==> config.mk <==
export PLATFORM = sky130hd
export DESIGN_NAME = radio_slot_carousel_unit
export DESIGN_NICKNAME = d
export VERILOG_FILES = /design/src/hw/rtl/rsc_pkg.sv /design/src/hw/rtl/radio_slot_carousel_unit.sv /design/src/hw/rtl/rsc_cfg_regs.sv /design/src/hw/rtl/rsc_core.sv
export SDC_FILE = /design/constraint.sdc
export NUM_CORES = 1
export LEC_CHECK = 0
export ABC_AREA = 1
export BUFFER_PORTS_ARGS = -buffer_cell sky130_fd_sc_hd__buf_2
export CORE_MARGIN = 2
export CORE_UTILIZATION = 40
export DETAILED_ROUTE_END_ITERATION = 10
export GPL_ROUTABILITY_DRIVEN = 1
export PLACE_DENSITY = 0.56
export RECOVER_POWER = 50
export SYNTH_ARGS = -nofsm -noshare
export SYNTH_HDL_FRONTEND = slang
export SYNTH_SLANG_ARGS = --single-unit
export TNS_END_PERCENT = 1
==> constraint.sdc <==
create_clock -name clk -period 6.5 [get_ports clk]
set_input_delay 0.325 -clock clk [delete_from_list [all_inputs] [get_ports clk]]
set_output_delay 0.325 -clock clk [all_outputs]
set_load 0.01 [all_outputs]
==> src/hw/rtl/rsc_pkg.sv <==
`default_nettype none

package rsc_pkg;

	// Command codes carried in the func field
	typedef enum logic [2:0] {
		FUNC_TICK        = 3'd0,
		FUNC_START       = 3'd1,
		FUNC_STOP        = 3'd2,
		FUNC_RESET_MODE  = 3'd3,
		FUNC_FORCE_INFRA = 3'd4,
		FUNC_FORCE_PEER  = 3'd5,
		FUNC_TIMED_PEER  = 3'd6
	} rsc_func_t;

	// Register indexes on the configuration port
	localparam logic [2:0] REG_LONG_SLOT    = 3'd0;
	localparam logic [2:0] REG_SHORT_SLOT   = 3'd1;
	localparam logic [2:0] REG_REQ_INTERVAL = 3'd2;
	localparam logic [2:0] REG_REQ_WINDOW   = 3'd3;
	localparam logic [2:0] REG_DISC_INTERVAL = 3'd4;

	localparam int unsigned ADDR_BITS = 5;

	// Register values after reset, in microseconds
	localparam logic [31:0] LONG_SLOT_RST     = 32'd59000000;
	localparam logic [31:0] SHORT_SLOT_RST    = 32'd230000;
	localparam logic [31:0] REQ_INTERVAL_RST  = 32'd40000;
	localparam logic [31:0] REQ_WINDOW_RST    = 32'd180000;
	localparam logic [31:0] DISC_INTERVAL_RST = 32'd150000;

	// Milliseconds to microseconds
	localparam logic [9:0] MS_TO_US = 10'd1000;

	typedef struct packed {
		logic [31:0] long_slot_us;
		logic [31:0] short_slot_us;
		logic [31:0] request_interval_us;
		logic [31:0] request_window_us;
		logic [31:0] discover_interval_us;
	} rsc_cfg_t;

	typedef struct packed {
		logic mode;
		logic running;
		logic send_requests;
		logic discover;
		logic wifi_disconnect;
		logic wifi_reconnect;
		logic mqtt_disconnect;
		logic mqtt_reconnect;
		logic mark_connecting;
		logic ping_backend;
	} rsc_result_t;

endpackage

`default_nettype wire

==> src/hw/rtl/radio_slot_carousel_unit.sv <==
`default_nettype none

// Radio slot carousel: steps a radio between a long infrastructure slot and
// a short peer slot, one command or tick per beat, each carrying the current
// microsecond time. Every input beat gives exactly one result beat with the
// mode, the running flag and the link pulses. An item is held in an input
// register, evaluated against the scheduler state combinationally and written
// into the result register, so a new beat is taken every cycle while the
// result side does not stall. A stall on the result side holds the input register
// and then stalls the input. Slot
// lengths and pulse intervals sit in five 32-bit registers on the APB port
// at byte addresses 0 to 16; write them only while no beat is in flight.
module radio_slot_carousel_unit #(
	parameter int unsigned TIME_BITS = 48
) (
	input  wire logic                          clk,
	input  wire logic                          arst_n,
	// Configuration port
	input  wire logic                          psel,
	input  wire logic                          penable,
	input  wire logic                          pwrite,
	input  wire logic [rsc_pkg::ADDR_BITS-1:0] paddr,
	input  wire logic [31:0]                   pwdata,
	output logic [31:0]                        prdata,
	output logic                               pready,
	// Input beats
	input  wire logic                          in_valid,
	output logic                               in_stall,
	input  wire logic [2:0]                    func,
	input  wire logic [TIME_BITS-1:0]          time_now,
	input  wire logic                          force_tick,
	input  wire logic [22:0]                   force_ms,
	// Result beats
	output logic                               out_valid,
	input  wire logic                          out_stall,
	output logic                               mode,
	output logic                               running,
	output logic                               send_requests,
	output logic                               discover,
	output logic                               wifi_disconnect,
	output logic                               wifi_reconnect,
	output logic                               mqtt_disconnect,
	output logic                               mqtt_reconnect,
	output logic                               mark_connecting,
	output logic                               ping_backend
);

	rsc_pkg::rsc_cfg_t    cfg;
	rsc_pkg::rsc_result_t res;
	rsc_pkg::rsc_result_t res_s2;

	logic                 v_s1;
	logic [2:0]           func_s1;
	logic [TIME_BITS-1:0] time_s1;
	logic                 ftick_s1;
	logic [22:0]          fms_s1;
	logic                 out_valid_q;
	logic                 adv;
	logic                 take;

	rsc_cfg_regs u_cfg (
		.clk     (clk),
		.arst_n  (arst_n),
		.psel    (psel),
		.penable (penable),
		.pwrite  (pwrite),
		.paddr   (paddr),
		.pwdata  (pwdata),
		.prdata  (prdata),
		.pready  (pready),
		.cfg     (cfg)
	);

	rsc_core #(
		.TIME_BITS (TIME_BITS)
	) u_core (
		.clk      (clk),
		.arst_n   (arst_n),
		.adv      (adv),
		.func_s1  (func_s1),
		.time_s1  (time_s1),
		.ftick_s1 (ftick_s1),
		.fms_s1   (fms_s1),
		.cfg      (cfg),
		.res      (res)
	);

	// Move the held item on whenever the result register is free or draining
	assign adv      = v_s1 && (!out_valid_q || !out_stall);
	assign in_stall = v_s1 && !adv;
	assign take     = in_valid && !in_stall;

	// Input register
	always_ff @(posedge clk or negedge arst_n) begin
		if (!arst_n) begin
			v_s1 <= 1'b0;
		end else if (take) begin
			v_s1 <= 1'b1;
		end else if (adv) begin
			v_s1 <= 1'b0;
		end
	end

	always_ff @(posedge clk) begin
		if (take) begin
			func_s1  <= func;
			time_s1  <= time_now;
			ftick_s1 <= force_tick;
			fms_s1   <= force_ms;
		end
	end

	// Result register
	always_ff @(posedge clk or negedge arst_n) begin
		if (!arst_n) begin
			out_valid_q <= 1'b0;
		end else if (adv) begin
			out_valid_q <= 1'b1;
		end else if (!out_stall) begin
			out_valid_q <= 1'b0;
		end
	end

	always_ff @(posedge clk) begin
		if (adv) begin
			res_s2 <= res;
		end
	end

	assign out_valid       = out_valid_q;
	assign mode            = res_s2.mode;
	assign running         = res_s2.running;
	assign send_requests   = res_s2.send_requests;
	assign discover        = res_s2.discover;
	assign wifi_disconnect = res_s2.wifi_disconnect;
	assign wifi_reconnect  = res_s2.wifi_reconnect;
	assign mqtt_disconnect = res_s2.mqtt_disconnect;
	assign mqtt_reconnect  = res_s2.mqtt_reconnect;
	assign mark_connecting = res_s2.mark_connecting;
	assign ping_backend    = res_s2.ping_backend;

	// A result never both drops and restores the infrastructure link
	a_link_exclusive: assert property (@(posedge clk) disable iff (!arst_n)
		out_valid_q |-> !(res_s2.wifi_disconnect && res_s2.wifi_reconnect))
		else $error("link drop and restore in one result");

	// Reconnect handling only comes with the return to infrastructure mode
	a_connect_in_infra: assert property (@(posedge clk) disable iff (!arst_n)
		(out_valid_q && res_s2.mark_connecting) |->
			(res_s2.ping_backend && !res_s2.mode && res_s2.mqtt_reconnect))
		else $error("connecting pulse outside infrastructure return");

	// A held item waits while the result side is blocked
	a_hold_s1: assert property (@(posedge clk) disable iff (!arst_n)
		(v_s1 && out_valid_q && out_stall) |=> (v_s1 && $stable(time_s1)))
		else $error("held item lost under stall");

endmodule

`default_nettype wire

==> src/hw/rtl/rsc_cfg_regs.sv <==
`default_nettype none

module rsc_cfg_regs (
	input  wire logic                            clk,
	input  wire logic                            arst_n,
	input  wire logic                            psel,
	input  wire logic                            penable,
	input  wire logic                            pwrite,
	input  wire logic [rsc_pkg::ADDR_BITS-1:0]   paddr,
	input  wire logic [31:0]                     pwdata,
	output logic [31:0]                          prdata,
	output logic                                 pready,
	output rsc_pkg::rsc_cfg_t                    cfg
);

	logic [2:0] reg_idx;
	logic       wr_en;

	assign pready  = 1'b1;
	assign reg_idx = paddr[4:2];
	assign wr_en   = psel && penable && pwrite;

	// Write the addressed register on the access beat
	always_ff @(posedge clk or negedge arst_n) begin
		if (!arst_n) begin
			cfg.long_slot_us         <= rsc_pkg::LONG_SLOT_RST;
			cfg.short_slot_us        <= rsc_pkg::SHORT_SLOT_RST;
			cfg.request_interval_us  <= rsc_pkg::REQ_INTERVAL_RST;
			cfg.request_window_us    <= rsc_pkg::REQ_WINDOW_RST;
			cfg.discover_interval_us <= rsc_pkg::DISC_INTERVAL_RST;
		end else if (wr_en) begin
			case (reg_idx)
				rsc_pkg::REG_LONG_SLOT:     cfg.long_slot_us         <= pwdata;
				rsc_pkg::REG_SHORT_SLOT:    cfg.short_slot_us        <= pwdata;
				rsc_pkg::REG_REQ_INTERVAL:  cfg.request_interval_us  <= pwdata;
				rsc_pkg::REG_REQ_WINDOW:    cfg.request_window_us    <= pwdata;
				rsc_pkg::REG_DISC_INTERVAL: cfg.discover_interval_us <= pwdata;
				default: ;
			endcase
		end
	end

	// Read back; unmapped addresses read as zero
	always_comb begin
		case (reg_idx)
			rsc_pkg::REG_LONG_SLOT:     prdata = cfg.long_slot_us;
			rsc_pkg::REG_SHORT_SLOT:    prdata = cfg.short_slot_us;
			rsc_pkg::REG_REQ_INTERVAL:  prdata = cfg.request_interval_us;
			rsc_pkg::REG_REQ_WINDOW:    prdata = cfg.request_window_us;
			rsc_pkg::REG_DISC_INTERVAL: prdata = cfg.discover_interval_us;
			default:                    prdata = 32'd0;
		endcase
	end

endmodule

`default_nettype wire

==> src/hw/rtl/rsc_core.sv <==
`default_nettype none

module rsc_core #(
	parameter int unsigned TIME_BITS = 48
) (
	input  wire logic                   clk,
	input  wire logic                   arst_n,
	input  wire logic                   adv,
	input  wire logic [2:0]             func_s1,
	input  wire logic [TIME_BITS-1:0]   time_s1,
	input  wire logic                   ftick_s1,
	input  wire logic [22:0]            fms_s1,
	input  wire rsc_pkg::rsc_cfg_t      cfg,
	output rsc_pkg::rsc_result_t        res
);

	// Scheduler state
	logic                 mode_q;
	logic                 run_q;
	logic                 timed_q;
	logic [TIME_BITS-1:0] slot_q;
	logic [TIME_BITS-1:0] req_q;
	logic [TIME_BITS-1:0] disc_q;
	logic [31:0]          flen_q;

	logic                 mode_d;
	logic                 run_d;
	logic                 timed_d;
	logic [TIME_BITS-1:0] slot_d;
	logic [TIME_BITS-1:0] req_d;
	logic [TIME_BITS-1:0] disc_d;
	logic [31:0]          flen_d;

	// Ages of the stamps, modulo the time width
	logic [TIME_BITS-1:0] age_slot;
	logic [TIME_BITS-1:0] age_req;
	logic [TIME_BITS-1:0] age_disc;

	logic [32:0]          flen_prod;
	logic [31:0]          flen_sat;

	logic                 fire_req;
	logic                 fire_disc;
	logic                 to_peer;
	logic                 to_infra;
	logic                 expire;

	assign age_slot = time_s1 - slot_q;
	assign age_req  = time_s1 - req_q;
	assign age_disc = time_s1 - disc_q;

	// Convert the timed force length and saturate to 32 bits
	assign flen_prod = 33'(fms_s1) * 33'(rsc_pkg::MS_TO_US);
	assign flen_sat  = flen_prod[32] ? 32'hFFFF_FFFF : flen_prod[31:0];

	// Slot checks all see the stamps from before the tick; a switch into
	// the peer slot resets the slot age, and it never also ends the slot, as that check needs the old mode to be peer.
	assign fire_req  = mode_q && (age_req > TIME_BITS'(cfg.request_interval_us))
		&& (age_slot < TIME_BITS'(cfg.request_window_us));
	assign fire_disc = mode_q && (age_disc > TIME_BITS'(cfg.discover_interval_us));
	assign to_peer   = !mode_q && (age_slot > TIME_BITS'(cfg.long_slot_us));
	assign to_infra  = mode_q && (age_slot > TIME_BITS'(cfg.short_slot_us));
	assign expire    = age_req > TIME_BITS'(flen_q);

	// Work out next state and pulses for the held item
	always_comb begin
		mode_d  = mode_q;
		run_d   = run_q;
		timed_d = timed_q;
		slot_d  = slot_q;
		req_d   = req_q;
		disc_d  = disc_q;
		flen_d  = flen_q;
		res     = '0;

		case (rsc_pkg::rsc_func_t'(func_s1))
			rsc_pkg::FUNC_TICK: begin
				if (timed_q) begin
					if (expire) begin
						timed_d            = 1'b0;
						res.wifi_reconnect = 1'b1;
						res.mqtt_reconnect = 1'b1;
						slot_d             = time_s1;
					end
				end else if (run_q || ftick_s1) begin
					if (fire_req) begin
						req_d             = time_s1;
						res.send_requests = 1'b1;
					end
					if (fire_disc) begin
						disc_d       = time_s1;
						res.discover = 1'b1;
					end
					if (to_peer) begin
						mode_d              = 1'b1;
						res.mqtt_disconnect = 1'b1;
						res.wifi_disconnect = 1'b1;
						slot_d              = time_s1;
						req_d               = time_s1;
					end
					if (to_infra) begin
						slot_d              = time_s1;
						mode_d              = 1'b0;
						res.mark_connecting = 1'b1;
						res.wifi_reconnect  = 1'b1;
						res.mqtt_reconnect  = 1'b1;
						res.ping_backend    = 1'b1;
					end
				end
			end
			rsc_pkg::FUNC_START: begin
				if (!run_q) begin
					run_d  = 1'b1;
					slot_d = time_s1;
				end
			end
			rsc_pkg::FUNC_STOP: begin
				run_d = 1'b0;
			end
			rsc_pkg::FUNC_RESET_MODE: begin
				mode_d = 1'b0;
			end
			rsc_pkg::FUNC_FORCE_INFRA: begin
				run_d              = 1'b0;
				mode_d             = 1'b0;
				res.wifi_reconnect = 1'b1;
			end
			rsc_pkg::FUNC_FORCE_PEER: begin
				run_d               = 1'b0;
				mode_d              = 1'b1;
				res.wifi_disconnect = 1'b1;
			end
			rsc_pkg::FUNC_TIMED_PEER: begin
				timed_d             = 1'b1;
				flen_d              = flen_sat;
				req_d               = time_s1;
				run_d               = 1'b0;
				mode_d              = 1'b1;
				res.wifi_disconnect = 1'b1;
			end
			default: ;
		endcase

		res.mode    = mode_d;
		res.running = run_d;
	end

	// Commit the state as the item leaves for the result register
	always_ff @(posedge clk or negedge arst_n) begin
		if (!arst_n) begin
			mode_q  <= 1'b0;
			run_q   <= 1'b0;
			timed_q <= 1'b0;
			slot_q  <= '0;
			req_q   <= '0;
			disc_q  <= '0;
			flen_q  <= '0;
		end else if (adv) begin
			mode_q  <= mode_d;
			run_q   <= run_d;
			timed_q <= timed_d;
			slot_q  <= slot_d;
			req_q   <= req_d;
			disc_q  <= disc_d;
			flen_q  <= flen_d;
		end
	end

endmodule

`default_nettype wire
# == After elaboration in Yosys (flattened, before gate mapping) ==
# Cells that the tools add are included.
# W data, S select, Z words.
# totals
ff_bits,426
output_inout_bits,45
# classes
add_sub_neg,3
mul,1
order_cmp,6
eq_ne,18
muxes,39
bitwise,3
n_reduce_logical,36
# ops
operator,count
$mux W48,10
$gt A48 B32 Y1,5
$pmux W48 S2,2
$pmux W32 S5,1
$sub A48 B48 Y48,3
$lt A48 B32 Y1,1
$mux W32,1
$mul A23 B7 Y30 const B,1
$mux W1,18
$reduce_and A2 Y1,7
$eq A3 B2 Y1 const B,4
$eq A3 B3 Y1 const B,4
$logic_and A1 B1 Y1,10
$reduce_and A5 Y1,2
$pmux W1 S2,4
$eq A3 B1 Y1 const B,2
$logic_not A3 Y1,2
$mux W6,1
$ne A3 B1 Y1 const B,2
$reduce_and A6 Y1,1
$reduce_bool A2 Y1,3
$logic_not A1 Y1,5
$ne A2 B1 Y1 const B,2
$ne A2 B2 Y1 const B,2
other kinds (9),13

# == Depth between registers and ports, before layout ==
# logic_depth
depth_word,9
ltp_mapped,33
ltp_nobuf,30

# == By module ==
# From an unflattened synthesis, not the netlist that was laid out.
# unflattened
cells_unflattened,5250
area_unflattened_um2,37507.2
# modules_own_cells
module,n_inst,cells_per_inst,area_per_inst_um2,seq_area_each_um2
rsc_core,1,4219,27203.6,4429.2
rsc_cfg_regs,1,934,7656.1,4050.1
radio_slot_carousel_unit,1,97,2647.5,2602.5

# == Least setup slack after synthesis ==
# OpenSTA, ideal clock, no wires.
# synth_path
path_kind,flip-flop to flip-flop
start,register fms_s1[2]
end,register u_core.flen_q[26]
setup_time_ps,86
t_arrival_ps,4711
required_time_ps,6414
slack_ps,1703
stages_incl_launch_ff,21
n_path_buf,1
period_less_slack_ps,4797
path_cell_list,edfxtp_1 > fa_1 > inv_1 > fa_1 > fa_1 > inv_1 > fa_1 > ha_1 > a21oi_1 > nand2_1 > a21oi_1 > inv_1 > a21oi_1 > inv_1 > nand3_1 > nand2_1 > or2_2 > nand3_1 > inv_1 > clkbuf_1 > a32oi_1
# synth_via
elab_chain_cells,2
# synth_lines
element,line,text
"start, declared",radio_slot_carousel_unit.sv:56,logic [22:0] fms_s1;
"start signal, assigned",radio_slot_carousel_unit.sv:109,fms_s1 <= force_ms;
$mul A23 B7 Y30,rsc_core.sv:53,assign flen_prod = 33'(fms_s1) * 33'(rsc_pkg::MS_TO_US);
$mux W32,rsc_core.sv:54,assign flen_sat = flen_prod[32] ? 32'hFFFF_FFFF : flen_prod[31:0];
"end signal, assigned",rsc_core.sv:165,flen_q <= flen_d;
"end, declared",rsc_core.sv:24,logic [31:0] flen_q;
# No other way between the ends.
# A chain may end at the register's enable or synchronous reset.

# == Final worst setup path ==
# layout_path
start,register time_s1[0]
end,register u_core.disc_q[21]
# layout_via
elab_chain_cells,4
# layout_lines
element,line,text
"start, declared",radio_slot_carousel_unit.sv:54,logic [TIME_BITS-1:0] time_s1;
"start signal, assigned",radio_slot_carousel_unit.sv:107,time_s1 <= time_now;
$sub A48 B48 Y48,rsc_core.sv:50,assign age_disc = time_s1 - disc_q;
$gt A48 B32 Y1,rsc_core.sv:60,assign fire_disc = mode_q && (age_disc > TIME_BITS'(cfg.discover_interval_us));
$logic_and A1 B1 Y1,rsc_core.sv:60,
$reduce_and A5 Y1 (no source line),-,
"end signal, assigned",rsc_core.sv:164,disc_q <= disc_d;
"end, declared",rsc_core.sv:23,logic [TIME_BITS-1:0] disc_q;
# No other way between the ends.

==> metrics.md <==
| Metric | Value |
|---|---|
| Dpl cell area | 38900 um^2 |
| Non-Filler Cell Area, Final | 41800 um^2 |
| Drc violations | 0 |
| Synth top area cells | dfrtp_1, nand2_1, ha_1 |
| Clk buf depth | 3 |
| Sequential area share after synthesis | 0.302 |
| Clk sinks | 423 |
| Horiz. Die Dim | between 300 and 400 um |
| Lkg Pwr | roughly 22 nW |
| CP startpoint kind | flop |
| Setup bufs post-CTS | 0 |
| Post-synth top area cell | dfrtp_1 |
| Synth unique cells | 54 |
| Final #Nets | around 6k |
| Status | finished, violations left |
| Final min period | 5990 ps |
| Worst-path fanout max | 30 |
| Critical R2R Capture | u_core.disc_q[21]$_DFFE_PN0P_ |
| Routed WL | about 130000 um |
| Path type of the worst setup path | flop to flop |
| Yosys top cell area share | 0.206 |
| Arrival time worst endpoint | 6570 ps |
| Max Cap Violations | 4 |
| CP Data Required Time | approximately 7100 ps |
| RSZ-0062 raised after global routing | no |
| Antenna violations before repair | 7 |
| Count leader, synth | nand2_1 |
| Syn Nets | between 5k and 6k |
| Final setup viols | 0 |
| Drt wl/cell | around 20 um |
| Final period util | 0.921 |
| Max-slew violation count | 250 |
| Max incr delay on CP | about 530 ps |
| Ys Warns | 0 |
| Switch share | 0.497 |
| GRT overflow | 0 |
| Vias in the first global route | 33.2k |
| Slew @ Worst Pin | around 4900 ps |
| Clk pwr share | 0.174 |
| Hold depth | 2 |
| Largest net degree at the start of global routing | roughly 130 |
| Drt initial violations | ~2.9k |
| Clock root cell | clkbuf_16 |
| Core area | 91200 um^2 |
| Worst setup EP type | flop |
| Clk_lat worst skew | 700 ps |
| Post-route ant nets | 0 |
| Post-synthesis cell area | roughly 37000 um^2 |
| Placed Cells | ~6.4k |
| Failing checks | capacitance limit, slew limit |
| DIE HEIGHT | roughly 300 um |
| Slowest-stage cell, CP | edfxtp_1 |
| Hold endpoint | func_s1[2]$_DFFE_PP_ |
| Comb power frac | 0.612 |
| Post-synthesis average cell area | around 7.1 um^2 |
| Worst reg-to-reg path cell count | 29 |
| First-pass GRT wire length | slightly above 200000 um |
| Setup TNS | 0 ps |
| H-tree level count | 2 |
| Final Hold Fails | 0 |
| CTS tree | yes |
| Via density | 5.18 |
| Flop pwr share | 0.214 |
| Layout cell share with drive strength beyond 1 | 0.0628 |
| Fmax | about 170 MHz |
| Internal | around 9.0 mW |
| Clock skew | roughly 80 ps |
| Mapped Cells | just over 5k |
| Top FF cell, synth | dfrtp_1 |
| Clock slew at reported path FFs | about 60 ps |
| Ys async rst share | 0.801 |
| Hold WC Path Type | input pin to flop |
| Psw | about 9 mW |
| Post-synth EDFFs | 84 |
| Rel. slew slack | -2.29 |
| Worst Hold Launch | func[2] |
| GR Util All Layers | 0.284 |
| Worst VDD drop | roughly 0.32 mV |
| Core Rows | about 110 |
| I/O Buffers | 160 |
| R2r startpoint | time_s1[0]$_DFFE_PP_ |
| Fin cells | about 6.6k |
| Initial Util | 0.402 |
| Die ar. | between 90000 and 100000 um^2 |
| Top Ports | 164 |
| Overall Power | between 15 and 20 mW |
| Flops & latches, synth | around 420 |
| Total CTS buffers | 54 |
| Synth-to-Final Area Change | 13.9% |
| Placer Congestion | roughly 1.0 |
| PwrDens | about 430 nW/um^2 |
| Top post-synthesis cells by count | nand2_1, inv_1, ha_1 |
| Post-DP HPWL | between 100000 and 150000 um |
| Total number of vias | between 30k and 40k |
| DRT Pass-1 Iters | 6 |
| R2r setup slk | 510 ps |
| Fillcell total | approximately 9.4k |
-- per-stage QoR --
step / hold WS (ps) / setup slack, ps / utilization
after floorplan: 29.4 / 1700 / -
after global placement: 384 / 573 / 0.426
after detailed placement: 382 / 396 / 0.426
after CTS: 234 / 351 / 0.458
after global routing: 351 / 75.5 / 0.458
final: 360 / 511 / 0.458
-- sequential cells by signal, summed over array words and instances, names as in the netlist, 3 cells and up --
| register | cells |
|---|---|
| fms_s1 | 23 |
| func_s1 | 3 |
| time_s1 | 48 |
| u_cfg.cfg | 160 |
| u_core.disc_q | 48 |
| u_core.flen_q | 30 |
| u_core.req_q | 48 |
| u_core.slot_q | 48 |
-- worst max-delay path, delay by kind of cell (launching register included) --
kind	cells	cell delay (ps)
adder cells (fa/ha/maj)	3	1050
buffers and inverters	5	1200
XOR/XNOR	1	210
flip-flops	1	530
AND/OR/NAND/NOR	17	2310
AO/OA/AOI/OAI	3	580
-- repair_timing --
action,CTS,global route
hold buffers,110,0
setup endpoints to repair,0,32
resized for setup,0,2
hold endpoints to repair,298,0
-- cells in the final DEF (no fill, tap or decap), drive strengths merged, types with 5 or more instances in the layout --
master,netlist,layout
a32oi,7,7
nor3,50,50
o22ai,44,44
xnor2,43,43
o221ai,5,5
edfxtp,84,84
nor2,318,318
clkinv,1,11
nand4,129,129
a31oi,17,17
a211oi,5,5
dfstp,37,37
fa,85,85
xor2,80,80
nand2,1501,1501
o21ai,312,312
buf,30,175
nand3,241,241
inv,961,964
ha,399,399
nor4,12,12
and3,5,5
o211ai,7,7
a21oi,277,277
dlygate4sd3,0,110
o21bai,29,29
o21a,7,7
a21boi,6,6
clkbuf,75,113
dfrtp,302,302
clkinvlp,0,6
a22oi,6,6
a21o,12,12
a221oi,35,35
-- metal layers --
layer,vias to the layer above,track usage,part of all wire
li1,17110,-,-
met1,16120,0.373,0.44
met2,950,0.469,0.46
met3,214,0.0363,0.058
met4,0,0.121,0.047
met5,-,0,0
-- layout make-up --
type | instances | area, um^2 | area share
antenna | 1 | 2.50 | 0.0000599
clock buffer | 80 | 1560 | 0.0373
clock inverter | 22 | 265 | 0.00635
inverter | 962 | 3610 | 0.0865
multi-input combinational | 3654 | 21600 | 0.516
sequential | 423 | 11100 | 0.265
tap | 1186 | 1480 | 0.0355
timing repair buffer | 318 | 2230 | 0.0534
-- worst max path at each step --
stage	to	slack (ps)	from	cells after the start
5_1_grt	u_core.disc_q[21]$_DFFE_PN0P_	80	time_s1[0]$_DFFE_PP_	29
3_3_place_gp	u_core.disc_q[47]$_DFFE_PN0P_	570	time_s1[0]$_DFFE_PP_	29
4_1_cts	u_core.disc_q[21]$_DFFE_PN0P_	350	time_s1[0]$_DFFE_PP_	29
6_report	u_core.disc_q[21]$_DFFE_PN0P_	510	time_s1[0]$_DFFE_PP_	29
2_1_floorplan	u_core.flen_q[26]$_DFFE_PN0P_	1700	fms_s1[2]$_DFFE_PP_	20
3_5_place_dp	u_core.disc_q[44]$_DFFE_PN0P_	400	time_s1[0]$_DFFE_PP_	29
-- power groups by stage --
stage / clock network (mW) / logic [mW] / registers [mW]
2_1_floorplan: 0 / 7.71 / 3.68
3_3_place_gp: 0 / 10.6 / 3.84
6_report: 3.11 / 10.9 / 3.82
5_1_grt: 3.27 / 12.5 / 3.89
3_5_place_dp: 0 / 10.8 / 3.85
4_1_cts: 3.18 / 10.9 / 3.81
-- cell families (layout without fill, tap and decap cells) --
logic type / after synthesis / in the layout / share of synthesized area
simple gates: 2269 / 2269 / 0.255
compound gates: 777 / 777 / 0.119
fa+ha+maj: 484 / 484 / 0.183
other cells: 1 / 2 / 0.000102
xor+xnor: 123 / 123 / 0.0294
flops: 423 / 423 / 0.302
buf+inv: 1067 / 1382 / 0.112
Note: power is estimated with default switching activity, not from simulation.
